### src/design/bitmap_first_fit_allocator_core_defines.svh
// assertion macros used by the allocator core
// expects signals named clock and reset in the including module
`ifndef BITMAP_FIRST_FIT_ALLOCATOR_CORE_DEFINES_SVH
`define BITMAP_FIRST_FIT_ALLOCATOR_CORE_DEFINES_SVH

// same-cycle implication, checked outside reset
`define BFFA_CHECK(label, ante, cons, msg) \
   label: assert property (@(posedge clock) disable iff (reset) (ante) |-> (cons)) \
      else $error(msg);

// next-cycle implication, checked outside reset
`define BFFA_CHECK_NEXT(label, ante, cons, msg) \
   label: assert property (@(posedge clock) disable iff (reset) (ante) |=> (cons)) \
      else $error(msg);

`endif

### src/design/bffa_pkg.sv
// types, sizes and codes of the bitmap first-fit allocator
// no dependencies
package bffa_pkg;

   localparam int MAX_BITS   = 1024;
   localparam int WORD_BITS  = 64;
   localparam int BIT_W      = $clog2(WORD_BITS);
   localparam int WORD_COUNT = (MAX_BITS + WORD_BITS - 1) / WORD_BITS;
   localparam int WORD_AW    = (WORD_COUNT > 1) ? $clog2(WORD_COUNT) : 1;
   localparam int IDX_W      = 10;
   localparam int CNT_W      = 11;
   localparam logic [CNT_W-1:0] MAX_TOTAL = CNT_W'(MAX_BITS);
   localparam logic [CNT_W-1:0] COUNT_MAX = {CNT_W{1'b1}};
   localparam logic [CNT_W-1:0] CSR_RESET = CNT_W'(1024);

   typedef enum logic [1:0] {
      OP_ALLOC = 2'd0,
      OP_FREE  = 2'd1,
      OP_QUERY = 2'd2,
      OP_CLEAR = 2'd3
   } opcode_type;

   typedef enum logic [1:0] {
      STATUS_OK        = 2'd0,
      STATUS_NO_FREE   = 2'd1,
      STATUS_BAD_INDEX = 2'd2
   } status_type;

   typedef enum logic [1:0] {
      S_IDLE,
      S_LOOKUP,
      S_COMMIT
   } state_type;

   typedef struct packed {
      opcode_type       opcode;
      logic [IDX_W-1:0] bit_index;
   } req_type;

   typedef struct packed {
      status_type       status;
      logic [IDX_W-1:0] granted_index;
      logic             is_set;
      logic [CNT_W-1:0] free_count;
   } rsp_type;

   typedef struct packed {
      logic                 rd_en;
      logic [WORD_AW-1:0]   rd_addr;
      logic                 wr_en;
      logic [WORD_AW-1:0]   wr_addr;
      logic [WORD_BITS-1:0] wr_data;
      logic                 wipe;
   } store_cmd_type;

endpackage

### src/design/bffa_word_store.sv
// usage bitmap store: synchronous word memory with registered read data and per-word
// written and full flags; depends on bffa_pkg
module bffa_word_store
   import bffa_pkg::*;
(
   input  logic                  clock,
   input  logic                  reset,
   input  store_cmd_type         cmd,
   output logic [WORD_BITS-1:0]  rd_data,
   output logic [WORD_COUNT-1:0] nonfull
);

   logic [WORD_BITS-1:0]  mem [WORD_COUNT];
   logic [WORD_BITS-1:0]  rd_data_ff;
   logic                  rd_written_ff;
   logic [WORD_COUNT-1:0] written_ff;
   logic [WORD_COUNT-1:0] full_ff;

   always_ff @(posedge clock) begin
      if (cmd.wr_en) begin
         mem[cmd.wr_addr] <= cmd.wr_data;
      end
      if (cmd.rd_en) begin
         rd_data_ff    <= mem[cmd.rd_addr];
         rd_written_ff <= written_ff[cmd.rd_addr];
      end
   end

   always_ff @(posedge clock) begin
      if (reset || cmd.wipe) begin
         written_ff <= '0;
         full_ff    <= '0;
      end else if (cmd.wr_en) begin
         written_ff[cmd.wr_addr] <= 1'b1;
         full_ff[cmd.wr_addr]    <= &cmd.wr_data;
      end
   end

   // words never written since the last clear read as empty
   assign rd_data = rd_written_ff ? rd_data_ff : '0;
   assign nonfull = ~full_ff;

endmodule

### src/design/bffa_find.sv
// lowest-set finders for the word summary and for the free bits of one word
// depends on bffa_pkg
module bffa_find
   import bffa_pkg::*;
(
   input  logic [WORD_COUNT-1:0] word_vec,
   input  logic [WORD_BITS-1:0]  bit_vec,
   output logic                  word_any,
   output logic [WORD_AW-1:0]    word_sel,
   output logic                  bit_any,
   output logic [BIT_W-1:0]      bit_sel
);

   always_comb begin
      word_any = |word_vec;
      word_sel = '0;
      for (int i = WORD_COUNT - 1; i >= 0; i--) begin
         if (word_vec[i]) begin
            word_sel = WORD_AW'(i);
         end
      end
   end

   always_comb begin
      bit_any = |bit_vec;
      bit_sel = '0;
      for (int i = WORD_BITS - 1; i >= 0; i--) begin
         if (bit_vec[i]) begin
            bit_sel = BIT_W'(i);
         end
      end
   end

endmodule

### src/design/bitmap_first_fit_allocator_core.sv
// flow: an accepted request beat passes through word lookup and commit before its
// response beat is registered; commit waits while rsp_stall holds a response beat
// no request is taken until the last one commits, for a store word read-modify-write
// reset: bitmap empties at once through per-word flags, free count and capacity csr
// return to 1024, no clearing pass
`include "bitmap_first_fit_allocator_core_defines.svh"

module bitmap_first_fit_allocator_core
   import bffa_pkg::*;
(
   input  logic             clock,
   input  logic             reset,
   input  logic             req_valid,
   output logic             req_stall,
   input  req_type          req_data,
   output logic             rsp_valid,
   input  logic             rsp_stall,
   output rsp_type          rsp_data,
   input  logic             csr_wr_en,
   input  logic [CNT_W-1:0] csr_wr_data
);

   state_type            state_ff, state_in;
   req_type              req_ff, req_in;
   logic [WORD_AW-1:0]   addr_ff, addr_in;
   logic                 any_ff, any_in;
   rsp_type              pend_ff, pend_in;
   logic                 wr_ff, wr_in;
   logic                 clr_ff, clr_in;
   logic [WORD_BITS-1:0] wdata_ff, wdata_in;
   logic [CNT_W-1:0]     count_ff, count_in;
   logic [CNT_W-1:0]     csr_ff;
   rsp_type              rsp_ff, rsp_in;
   logic                 rsp_valid_ff, rsp_valid_in;

   store_cmd_type         store_cmd;
   logic [WORD_BITS-1:0]  word;
   logic [WORD_COUNT-1:0] nonfull;
   logic                  word_any;
   logic [WORD_AW-1:0]    word_sel;
   logic                  zero_any;
   logic [BIT_W-1:0]      zero_sel;
   logic [CNT_W-1:0]      eff_total;
   logic [CNT_W-1:0]      cand;
   logic                  idx_ok;
   logic                  bit_val;
   logic                  accept;
   logic                  commit_go;

   bffa_word_store u_store (
      .clock   (clock),
      .reset   (reset),
      .cmd     (store_cmd),
      .rd_data (word),
      .nonfull (nonfull)
   );

   bffa_find u_find (
      .word_vec (nonfull),
      .bit_vec  (~word),
      .word_any (word_any),
      .word_sel (word_sel),
      .bit_any  (zero_any),
      .bit_sel  (zero_sel)
   );

   assign eff_total = (csr_ff > MAX_TOTAL) ? MAX_TOTAL : csr_ff;
   assign cand      = CNT_W'({addr_ff, zero_sel});
   assign idx_ok    = CNT_W'(req_ff.bit_index) < eff_total;
   assign bit_val   = word[req_ff.bit_index[BIT_W-1:0]];
   assign accept    = req_valid && (state_ff == S_IDLE);
   assign commit_go = (state_ff == S_COMMIT) && !(rsp_valid_ff && rsp_stall);

   always_comb begin
      state_in     = state_ff;
      req_in       = req_ff;
      addr_in      = addr_ff;
      any_in       = any_ff;
      pend_in      = pend_ff;
      wr_in        = wr_ff;
      clr_in       = clr_ff;
      wdata_in     = wdata_ff;
      count_in     = count_ff;
      rsp_in       = rsp_ff;
      rsp_valid_in = rsp_valid_ff && rsp_stall;

      store_cmd.rd_en     = accept;
      store_cmd.rd_addr   = (req_data.opcode == OP_ALLOC) ? word_sel
                                                          : req_data.bit_index[BIT_W +: WORD_AW];
      store_cmd.wr_en     = commit_go && wr_ff;
      store_cmd.wr_addr   = addr_ff;
      store_cmd.wr_data   = wdata_ff;
      store_cmd.wipe      = commit_go && clr_ff;

      case (state_ff)
         S_IDLE: begin
            if (accept) begin
               req_in   = req_data;
               addr_in  = store_cmd.rd_addr;
               any_in   = word_any;
               state_in = S_LOOKUP;
            end
         end
         S_LOOKUP: begin
            pend_in.status        = STATUS_OK;
            pend_in.granted_index = '0;
            pend_in.is_set        = 1'b0;
            pend_in.free_count    = count_ff;
            wr_in    = 1'b0;
            clr_in   = 1'b0;
            wdata_in = word;
            case (req_ff.opcode)
               OP_ALLOC: begin
                  if ((count_ff != '0) && any_ff && zero_any && (cand < eff_total)) begin
                     pend_in.granted_index = IDX_W'(cand);
                     pend_in.free_count    = count_ff - CNT_W'(1);
                     wdata_in[zero_sel]    = 1'b1;
                     wr_in                 = 1'b1;
                  end else begin
                     pend_in.status = STATUS_NO_FREE;
                  end
               end
               OP_FREE: begin
                  if (!idx_ok) begin
                     pend_in.status = STATUS_BAD_INDEX;
                  end else if (bit_val) begin
                     wdata_in[req_ff.bit_index[BIT_W-1:0]] = 1'b0;
                     wr_in = 1'b1;
                     if (count_ff != COUNT_MAX) begin
                        pend_in.free_count = count_ff + CNT_W'(1);
                     end
                  end
               end
               OP_QUERY: begin
                  if (!idx_ok) begin
                     pend_in.status = STATUS_BAD_INDEX;
                  end else begin
                     pend_in.is_set = bit_val;
                  end
               end
               default: begin
                  clr_in             = 1'b1;
                  pend_in.free_count = eff_total;
               end
            endcase
            state_in = S_COMMIT;
         end
         S_COMMIT: begin
            if (commit_go) begin
               count_in     = pend_ff.free_count;
               rsp_in       = pend_ff;
               rsp_valid_in = 1'b1;
               state_in     = S_IDLE;
            end
         end
         default: begin
            state_in = S_IDLE;
         end
      endcase
   end

   always_ff @(posedge clock) begin
      if (reset) begin
         state_ff     <= S_IDLE;
         rsp_valid_ff <= 1'b0;
         count_ff     <= CSR_RESET;
         csr_ff       <= CSR_RESET;
         wr_ff        <= 1'b0;
         clr_ff       <= 1'b0;
      end else begin
         state_ff     <= state_in;
         rsp_valid_ff <= rsp_valid_in;
         count_ff     <= count_in;
         wr_ff        <= wr_in;
         clr_ff       <= clr_in;
         if (csr_wr_en) begin
            csr_ff <= csr_wr_data;
         end
      end
   end

   always_ff @(posedge clock) begin
      req_ff   <= req_in;
      addr_ff  <= addr_in;
      any_ff   <= any_in;
      pend_ff  <= pend_in;
      wdata_ff <= wdata_in;
      rsp_ff   <= rsp_in;
   end

   assign req_stall = (state_ff != S_IDLE);
   assign rsp_valid = rsp_valid_ff;
   assign rsp_data  = rsp_ff;

   `BFFA_CHECK(a_count_bound, 1'b1, count_ff <= MAX_TOTAL, "free count above capacity")
   `BFFA_CHECK_NEXT(a_lookup_then_commit, state_ff == S_LOOKUP, state_ff == S_COMMIT,
      "lookup not followed by commit")
   `BFFA_CHECK(a_grant_in_range,
      (state_ff == S_COMMIT) && (req_ff.opcode == OP_ALLOC) && (pend_ff.status == STATUS_OK),
      CNT_W'(pend_ff.granted_index) < eff_total, "grant beyond total")
   `BFFA_CHECK(a_store_write_in_commit, store_cmd.wr_en || store_cmd.wipe,
      state_ff == S_COMMIT, "store written outside commit")

endmodule

### config.mk
export PLATFORM = sky130hd
export DESIGN_NAME = bitmap_first_fit_allocator_core
export DESIGN_NICKNAME = d
export VERILOG_FILES = /design/src/design/bffa_pkg.sv /design/src/design/bffa_word_store.sv /design/src/design/bffa_find.sv /design/src/design/bitmap_first_fit_allocator_core.sv
export VERILOG_INCLUDE_DIRS = /design/src /design/src/design
export SDC_FILE = /design/constraint.sdc
export NUM_CORES = 2
export LEC_CHECK = 0
export BUFFER_PORTS_ARGS = -buffer_cell sky130_fd_sc_hd__buf_2
export CAP_MARGIN = 20
export CORE_MARGIN = 10
export CORE_UTILIZATION = 60
export CTS_BUF_LIST = sky130_fd_sc_hd__clkbuf_4
export CTS_CLUSTER_DIAMETER = 40
export DETAILED_ROUTE_END_ITERATION = 16
export GPL_TIMING_DRIVEN = 0
export PLACE_DENSITY_LB_ADDON = 0.3
export SLEW_MARGIN = 20
export SYNTH_ARGS = -nofsm -noshare
export SYNTH_HDL_FRONTEND = slang
export SYNTH_SLANG_ARGS = --single-unit
### constraint.sdc
create_clock -name clock -period 18.75 [get_ports clock]
set_input_delay 1.875 -clock clock [delete_from_list [all_inputs] [get_ports clock]]
set_output_delay 1.875 -clock clock [all_outputs]
set_load 0.01 [all_outputs]
Yosys cells after proc, flatten, opt, wreduce, memory -nomap -nowiden
Memories as Yosys holds them, arrays and structs flattened. A register that Yosys moved wholly into a read port is not among the register bits.
Index checks and enable logic that the tools add are counted.
Operators by class
  mux-type cells: 118
  add/subtract/negate cells: 2
  multipliers: 0
  bitwise operators: 6
  equality and inequality tests: 7
  $lt $le $gt $ge: 10
  reductions and logical operators: 28
  shift-type cells: 0
  divide/modulo/power cells: 0
Operator list (number)
  6-bit 2-to-1 mux: 64
  64-bit 2-to-1 mux: 4
  64-bit inverter: 2
  64-bit case mux with 2 select lines: 1
  4-bit 2-to-1 mux: 17
  64-bit AND: 1
  64-bit bitwise OR: 1
  64-bit AND reduction: 1
  64-bit OR reduction: 1
  11-bit 2-to-1 mux: 5
  11-bit case mux with 3 select lines: 1
  10-bit by 11-bit less-than comparator with 1-bit output: 2
  16-bit bitwise mux: 1
  16-bit inverter: 1
  16-bit bitwise OR: 1
  16-bit OR reduction: 1
  6-bit by 7-bit less-than comparator with 1-bit output, second input constant: 2
  1-bit 2-to-1 mux: 14
  1-bit demux with 6-bit select: 2
  6-bit by 1-bit greater-or-equal comparator with 1-bit output, second input constant: 2
  11-bit by 1-bit adder with 11-bit output, second input constant: 1
  11-bit greater-than comparator, second input constant: 1
  1-bit logical AND: 11
  11-bit inequality test, second input constant: 1
  21 further kinds: 33
Storage, ports and cells
  memories kept: 1
  memory bits (read-only): 0
  bits in latches: 0
  flip-flop bits (word level): 189
  word-level logic and storage cells: 194
  RAM bits: 1024
  output and inout port bits: 26
  bits of input ports: 28
Memories
  u_store.mem: depth 16, bits a word 64, read ports 1, clocked after memory_dff 1, write ports 1, RTL line bffa_word_store.sv:13  | logic [WORD_BITS-1:0] mem [WORD_COUNT];

Longest topological paths before layout
  depth in word-level cells: 73
  depth in mapped cells: 19
  mapped depth without buffers: 17

Cells and area by module
From an unflattened synthesis, not the netlist that was laid out.
Unflattened totals
  cells, all modules: 2686
  area total of the unflattened synthesis: 51700.8 sq um
Modules (own cells, without submodules)
  bffa_word_store: cells each 1706, instances 1, area each 42166.7 sq um, seq. area each 33342.0 sq um
  bitmap_first_fit_allocator_core: cells each 802, instances 1, area each 8510.7 sq um, seq. area each 4414.2 sq um
  bffa_find: cells each 178, instances 1, area each 1023.5 sq um, seq. area each 0.0 sq um

Least setup slack after synthesis
No wires, ideal clock.
  path kind: input -> register
  start point: input rsp_stall
  end point: register u_store.full_ff[0]
  setup time: 0.128 ns
  cell stages on the path: 9
  path buffers: 1
  slack: 10.963 ns
  data required time: 18.622 ns
  arrival: 7.659 ns
  path through: nand2_1 > nand2_1 > inv_1 > nand2_1 > or3_1 > clkbuf_1 > nor3_1 > mux2i_1 > nor2_1
On the way
  cells in the longest elaborated chain, start to end: 5
  elaborated cells between the ends (all ways): 6
  those cells by class: reduce/logical: 6
RTL lines
  start: declaration: RTL line bitmap_first_fit_allocator_core.sv:17  | input logic rsp_stall,
  1-bit logical AND *: RTL line bitmap_first_fit_allocator_core.sv:72  | assign commit_go = (state_ff == S_COMMIT) && !(rsp_valid_ff && rsp_stall);
  1-bit zero test *: RTL line bitmap_first_fit_allocator_core.sv:72
  1-bit logical AND *: RTL line bitmap_first_fit_allocator_core.sv:72
  1-bit logical AND: RTL line bitmap_first_fit_allocator_core.sv:93  | store_cmd.wipe = commit_go && clr_ff;
  1-bit logical OR: RTL line bffa_word_store.sv:30  | if (reset || cmd.wipe) begin
  end signal: indexed assignment: RTL line bffa_word_store.sv:35  | full_ff[cmd.wr_addr] <= &cmd.wr_data;
  end: declaration: RTL line bffa_word_store.sv:17  | logic [WORD_COUNT-1:0] full_ff;
Mark *: on every way between the ends. The rest lies on a longest branch, timed or not.
A chain may end at the register's enable or synchronous reset.

Worst setup path in the final report
  start point: register u_store.rd_written_ff
  end point: register wdata_ff[40] (data pin)
On the way
  cells in the longest elaborated chain, start to end: 73
  elaborated cells between the ends (all ways): 83
  those cells by class: order compare: 3; mux: 73; bitwise: 3; reduce/logical: 4
RTL lines
  start: declaration: RTL line bffa_word_store.sv:15  | logic rd_written_ff;
  start signal: assignment: RTL line bffa_word_store.sv:25  | rd_written_ff <= written_ff[cmd.rd_addr];
  64-bit 2-to-1 mux *: RTL line bffa_word_store.sv:40  | assign rd_data = rd_written_ff ? rd_data_ff : '0;
  64-bit inverter *: RTL line bitmap_first_fit_allocator_core.sv:60  | .bit_vec (~word),
  6-bit 2-to-1 mux (63 in a row): RTL line bffa_find.sv:28  | if (bit_vec[i]) begin
  6-bit 2-to-1 mux *: RTL line bffa_find.sv:28
  net u_find.bit_sel[5]: RTL line bffa_find.sv:11  | output logic [BIT_W-1:0] bit_sel
  6-bit by 7-bit less-than comparator with 1-bit output (not written as such) or 6-bit by 1-bit greater-or-equal comparator with 1-bit output (tied branches): RTL line bitmap_first_fit_allocator_core.sv:117  | wdata_in[zero_sel] = 1'b1;
  1-bit logical AND (not written as such): RTL line bitmap_first_fit_allocator_core.sv:117
  1-bit 2-to-1 mux (not written as such): RTL line bitmap_first_fit_allocator_core.sv:117
  1-bit demux with 6-bit select: RTL line bitmap_first_fit_allocator_core.sv:117
  64-bit bitwise OR (no source line)
  64-bit 2-to-1 mux *: RTL line bitmap_first_fit_allocator_core.sv:114  | if ((count_ff != '0) && any_ff && zero_any && (cand < eff_total)) begin
  64-bit case mux with 2 select lines *: RTL line bitmap_first_fit_allocator_core.sv:112  | case (req_ff.opcode)
  end signal: assignment: RTL line bitmap_first_fit_allocator_core.sv:187  | wdata_ff <= wdata_in;
  end: declaration: RTL line bitmap_first_fit_allocator_core.sv:30  | logic [WORD_BITS-1:0] wdata_ff, wdata_in;
The timed path passes the listed nets; every way through them passes the cells marked *. The select of a mux whose other input is x is not followed.

==> results.yml <==
layout:
  synthToLayoutAreaGrowth_pct: 13.1
  final_area_um2: 59200
  multi_input_area_um2: 13500
  post-route-util: 0.683
  seqCellArea_um2: 37800
  drive_gt1_frac: 0.146
  fill_cells: 6038
  nets: 4607
floorplan:
  die_h_um: 315
  num_rows: 108
  start_util: 0.604
  core_area_um2: 86800
  fp.dieArea_um2: 99500
  io_pins: 54
  die_x_um: 315
placement:
  place_congestion: 0.991
  place_hpwl_um: 104000
  io_buffer_count: 52
  placed_area_um2: 55300
pwr:
  ir_worst_vdd_uv: 79.9
  power.density_nw_per_um2: 100
  power_leakage_nw: 20.1
clock_network:
  clk_path_buf_depth: 4
  post-cts-setup-buffers: 0
  cts_hold_buffers: 0
  cts_tree: "yes"
  ctsResizeCount: 0
  cts-buffers-inserted: 335
  clk_latency_ns: 1.24
  cts_sinks: 1277
  cts_root_buf: "clkbuf_4"
  htreeDepth: 5
  clkTransAtPathRegs_ns: 0.06
setup_path:
  cpMostUsedCell: "clkbuf_1"
  slowest_delay_ns: 0.94
  worstPathArrival_ns: 7.43
  critPathSlowestCell: "a31oi_1"
  crit_family: "simple AND/OR/NAND/NOR gates"
  cp_max_fo: 10
  worstReg2RegEnd: "wdata_ff[40]"
  worstSetupEndpointType: "flop"
  ff2ff_path_depth: 14
  endpoint: "wdata_ff[40]"
  cp.required_ns: 19.61
  cp_num_cells: 14
  startpoint: "u_store.rd_written_ff"
  cp-start-kind: "flop"
  path_cells: "nand3_1 > nor4_1 > nand4_1 > a31oi_1 > ha_1 > inv_1 > or4_1 > o221ai_1 > a21oi_1 > nand2_1 > or3_1 > clkbuf_1 > clkbuf_1 > o21ai_0"
  ff2ff_setup_slack_ns: 12.18
  r2r-start: "u_store.rd_written_ff"
  cp_num_buf_inv: 3
  critical_path_class: "flop to flop"
routing:
  wl_per_cell_um: 26.1
  drc: 0
  routed_wl_um: 155000
  vias: 38200
  dr.pass1.iters: 8
  viasPerCell: 6.45
  postRouteAntennaNets: 0
  drt_iter0_markers: 5573
timing:
  max_freq_mhz: 152
  period_share: 0.350
  rsz0062_at_grt: "false"
  worst_pin_slew_ns: 1.24
  hold_viol_final: 0
  min_period_ns: 6.57
  finalClockSkew_ns: 0.0829
  drv_slew: 0
  setup_tns_ns: 0
  maxSlewHeadroom: 0.171
  finalSetupViolCount: 0
grt:
  grt_first_pass_wirelength_um: 229000
  grt_max_degree: 70
  grt_pass1_vias: 37200
  grt_use_total: 0.306
  antenna_found_initial: 7
  grt_overflow_total: 0
logic_synthesis:
  synthArstFlopShare: 0
  synth_flop_cell: "edfxtp_1"
  synth_edf_count: 1218
  syn_avg_cell_area_um2: 12.8
  synth_nets: 4147
  synth_top_area_frac: 0.698
  synth.area.top_cells: "edfxtp_1, nand2_1, nor2_1, dfxtp_1, a211oi_1"
  ys_types: 78
  synthMostInstantiatedCell: "edfxtp_1"
  synth_seq_cells: 1277
  synthCells: 4095
  synth_area_um2: 52400
  synth_warnings: 0
  synthTopCellsByCount: "edfxtp_1, nand2_1, nor2_1"
  seq_area_frac_synth: 0.721
  synth_top_area_cell: "edfxtp_1"
flow_run:
  maxCapViolCount: 0
worst_hold_path:
  hold_class: "flop to flop"
run_status:
  outcome: "finished clean"
[worst min path at each step]
stage,endpoint,depth (start not counted),slack (ns),start
floorplan,rsp_data[11],0,0.40,pend_ff[11]
global placement,rsp_data[22],0,0.40,pend_ff[22]
detailed placement,rsp_data[12],0,0.41,pend_ff[12]
CTS,rsp_data[22],0,0.41,pend_ff[22]
global route,rsp_data[22],0,0.42,pend_ff[22]
finish,rsp_data[20],0,0.42,pend_ff[20]
[routing by layer]
metal  vias up  share of wire  wire length, um  GRT usage
li1      16500              -                -          -
met1     18500           0.37            57800      0.406
met2      2779           0.46            71200      0.470
met3       439           0.12            18500     0.0754
met4         0          0.047             7250      0.153
met5         -              0                0          0
[power by group]
group / switching (mW) / internal (mW) / total [mW]
sequential: 0.0728 / 3.16 / 3.24
clock: 1.09 / 1.19 / 2.28
combinational: 0.296 / 0.120 / 0.416
total: 1.46 / 4.47 / 5.93
[cell families after synthesis]
kind of cell / after synthesis / share of synthesized area
AOI/OAI and AO/OA: 835 / 0.107
xor gates and xnor gates: 2 / 0.000335
adders and majority gates: 24 / 0.00573
buffers and inverters: 314 / 0.0236
DFF: 1277 / 0.721
muxes: 41 / 0.00927
and+or+nand+nor: 1602 / 0.133
[registers in the layout, summed over array words and instances, names as in the netlist]
signal,count
csr_ff,11
u_store.mem,1024
wr_ff,1
rsp_valid,1
addr_ff,4
count_ff,11
pend_ff,24
u_store.rd_data_ff,64
u_store.rd_written_ff,1
req_ff,12
rsp_data,24
u_store.full_ff,16
any_ff,1
u_store.written_ff,16
clr_ff,1
state_ff,2
wdata_ff,64
[cells in the final DEF (no fill, tap or decap), types with 16 or more instances in the layout]
cell and instances:
clkbuf_4 473, buf_2 57, a211oi_1 136, dfxtp_1 59, o21ai_1 54, mux2i_1 26
buf_12 26, o311ai_0 16, clkbuf_1 225, nand3_1 162, edfxtp_1 1218, a21oi_1 53
o221ai_1 83, a31oi_1 139, o211ai_1 45, a22oi_1 65, nor2_1 485, buf_4 34
o21ai_0 179, inv_1 33, ha_1 24, buf_1 18, nand2_1 652, nor3_1 16
nand4_1 35, clkinv_1 45, and3_1 147, clkbuf_2 18
[final cells by class]
| class | instances | share of cell area |
|---|---|---|
| Buffer | 275 | 0.0187 |
| Clock inverter | 63 | 0.00562 |
| Inverter | 39 | 0.00256 |
| Tap cell | 1155 | 0.0244 |
| Clock buffer | 473 | 0.0599 |
| Timing Repair Buffer | 123 | 0.0227 |
| Sequential cell | 1277 | 0.637 |
| Multi-Input combinational cell | 2504 | 0.228 |
| Antenna cell | 12 | 0.000507 |
[per-stage QoR]
stage	total power, mW	instances	setup WS [ns]	hold WS [ns]
2_1_floorplan	3.51	4095	10.96	0.400
3_3_place_gp	3.68	5302	6.28	0.402
3_5_place_dp	3.69	5373	12.26	0.405
4_1_cts	5.93	5909	12.75	0.412
5_1_grt	6.12	5915	12.30	0.416
6_report	5.93	5921	12.18	0.419
Note: power is estimated with default switching activity, not from simulation.
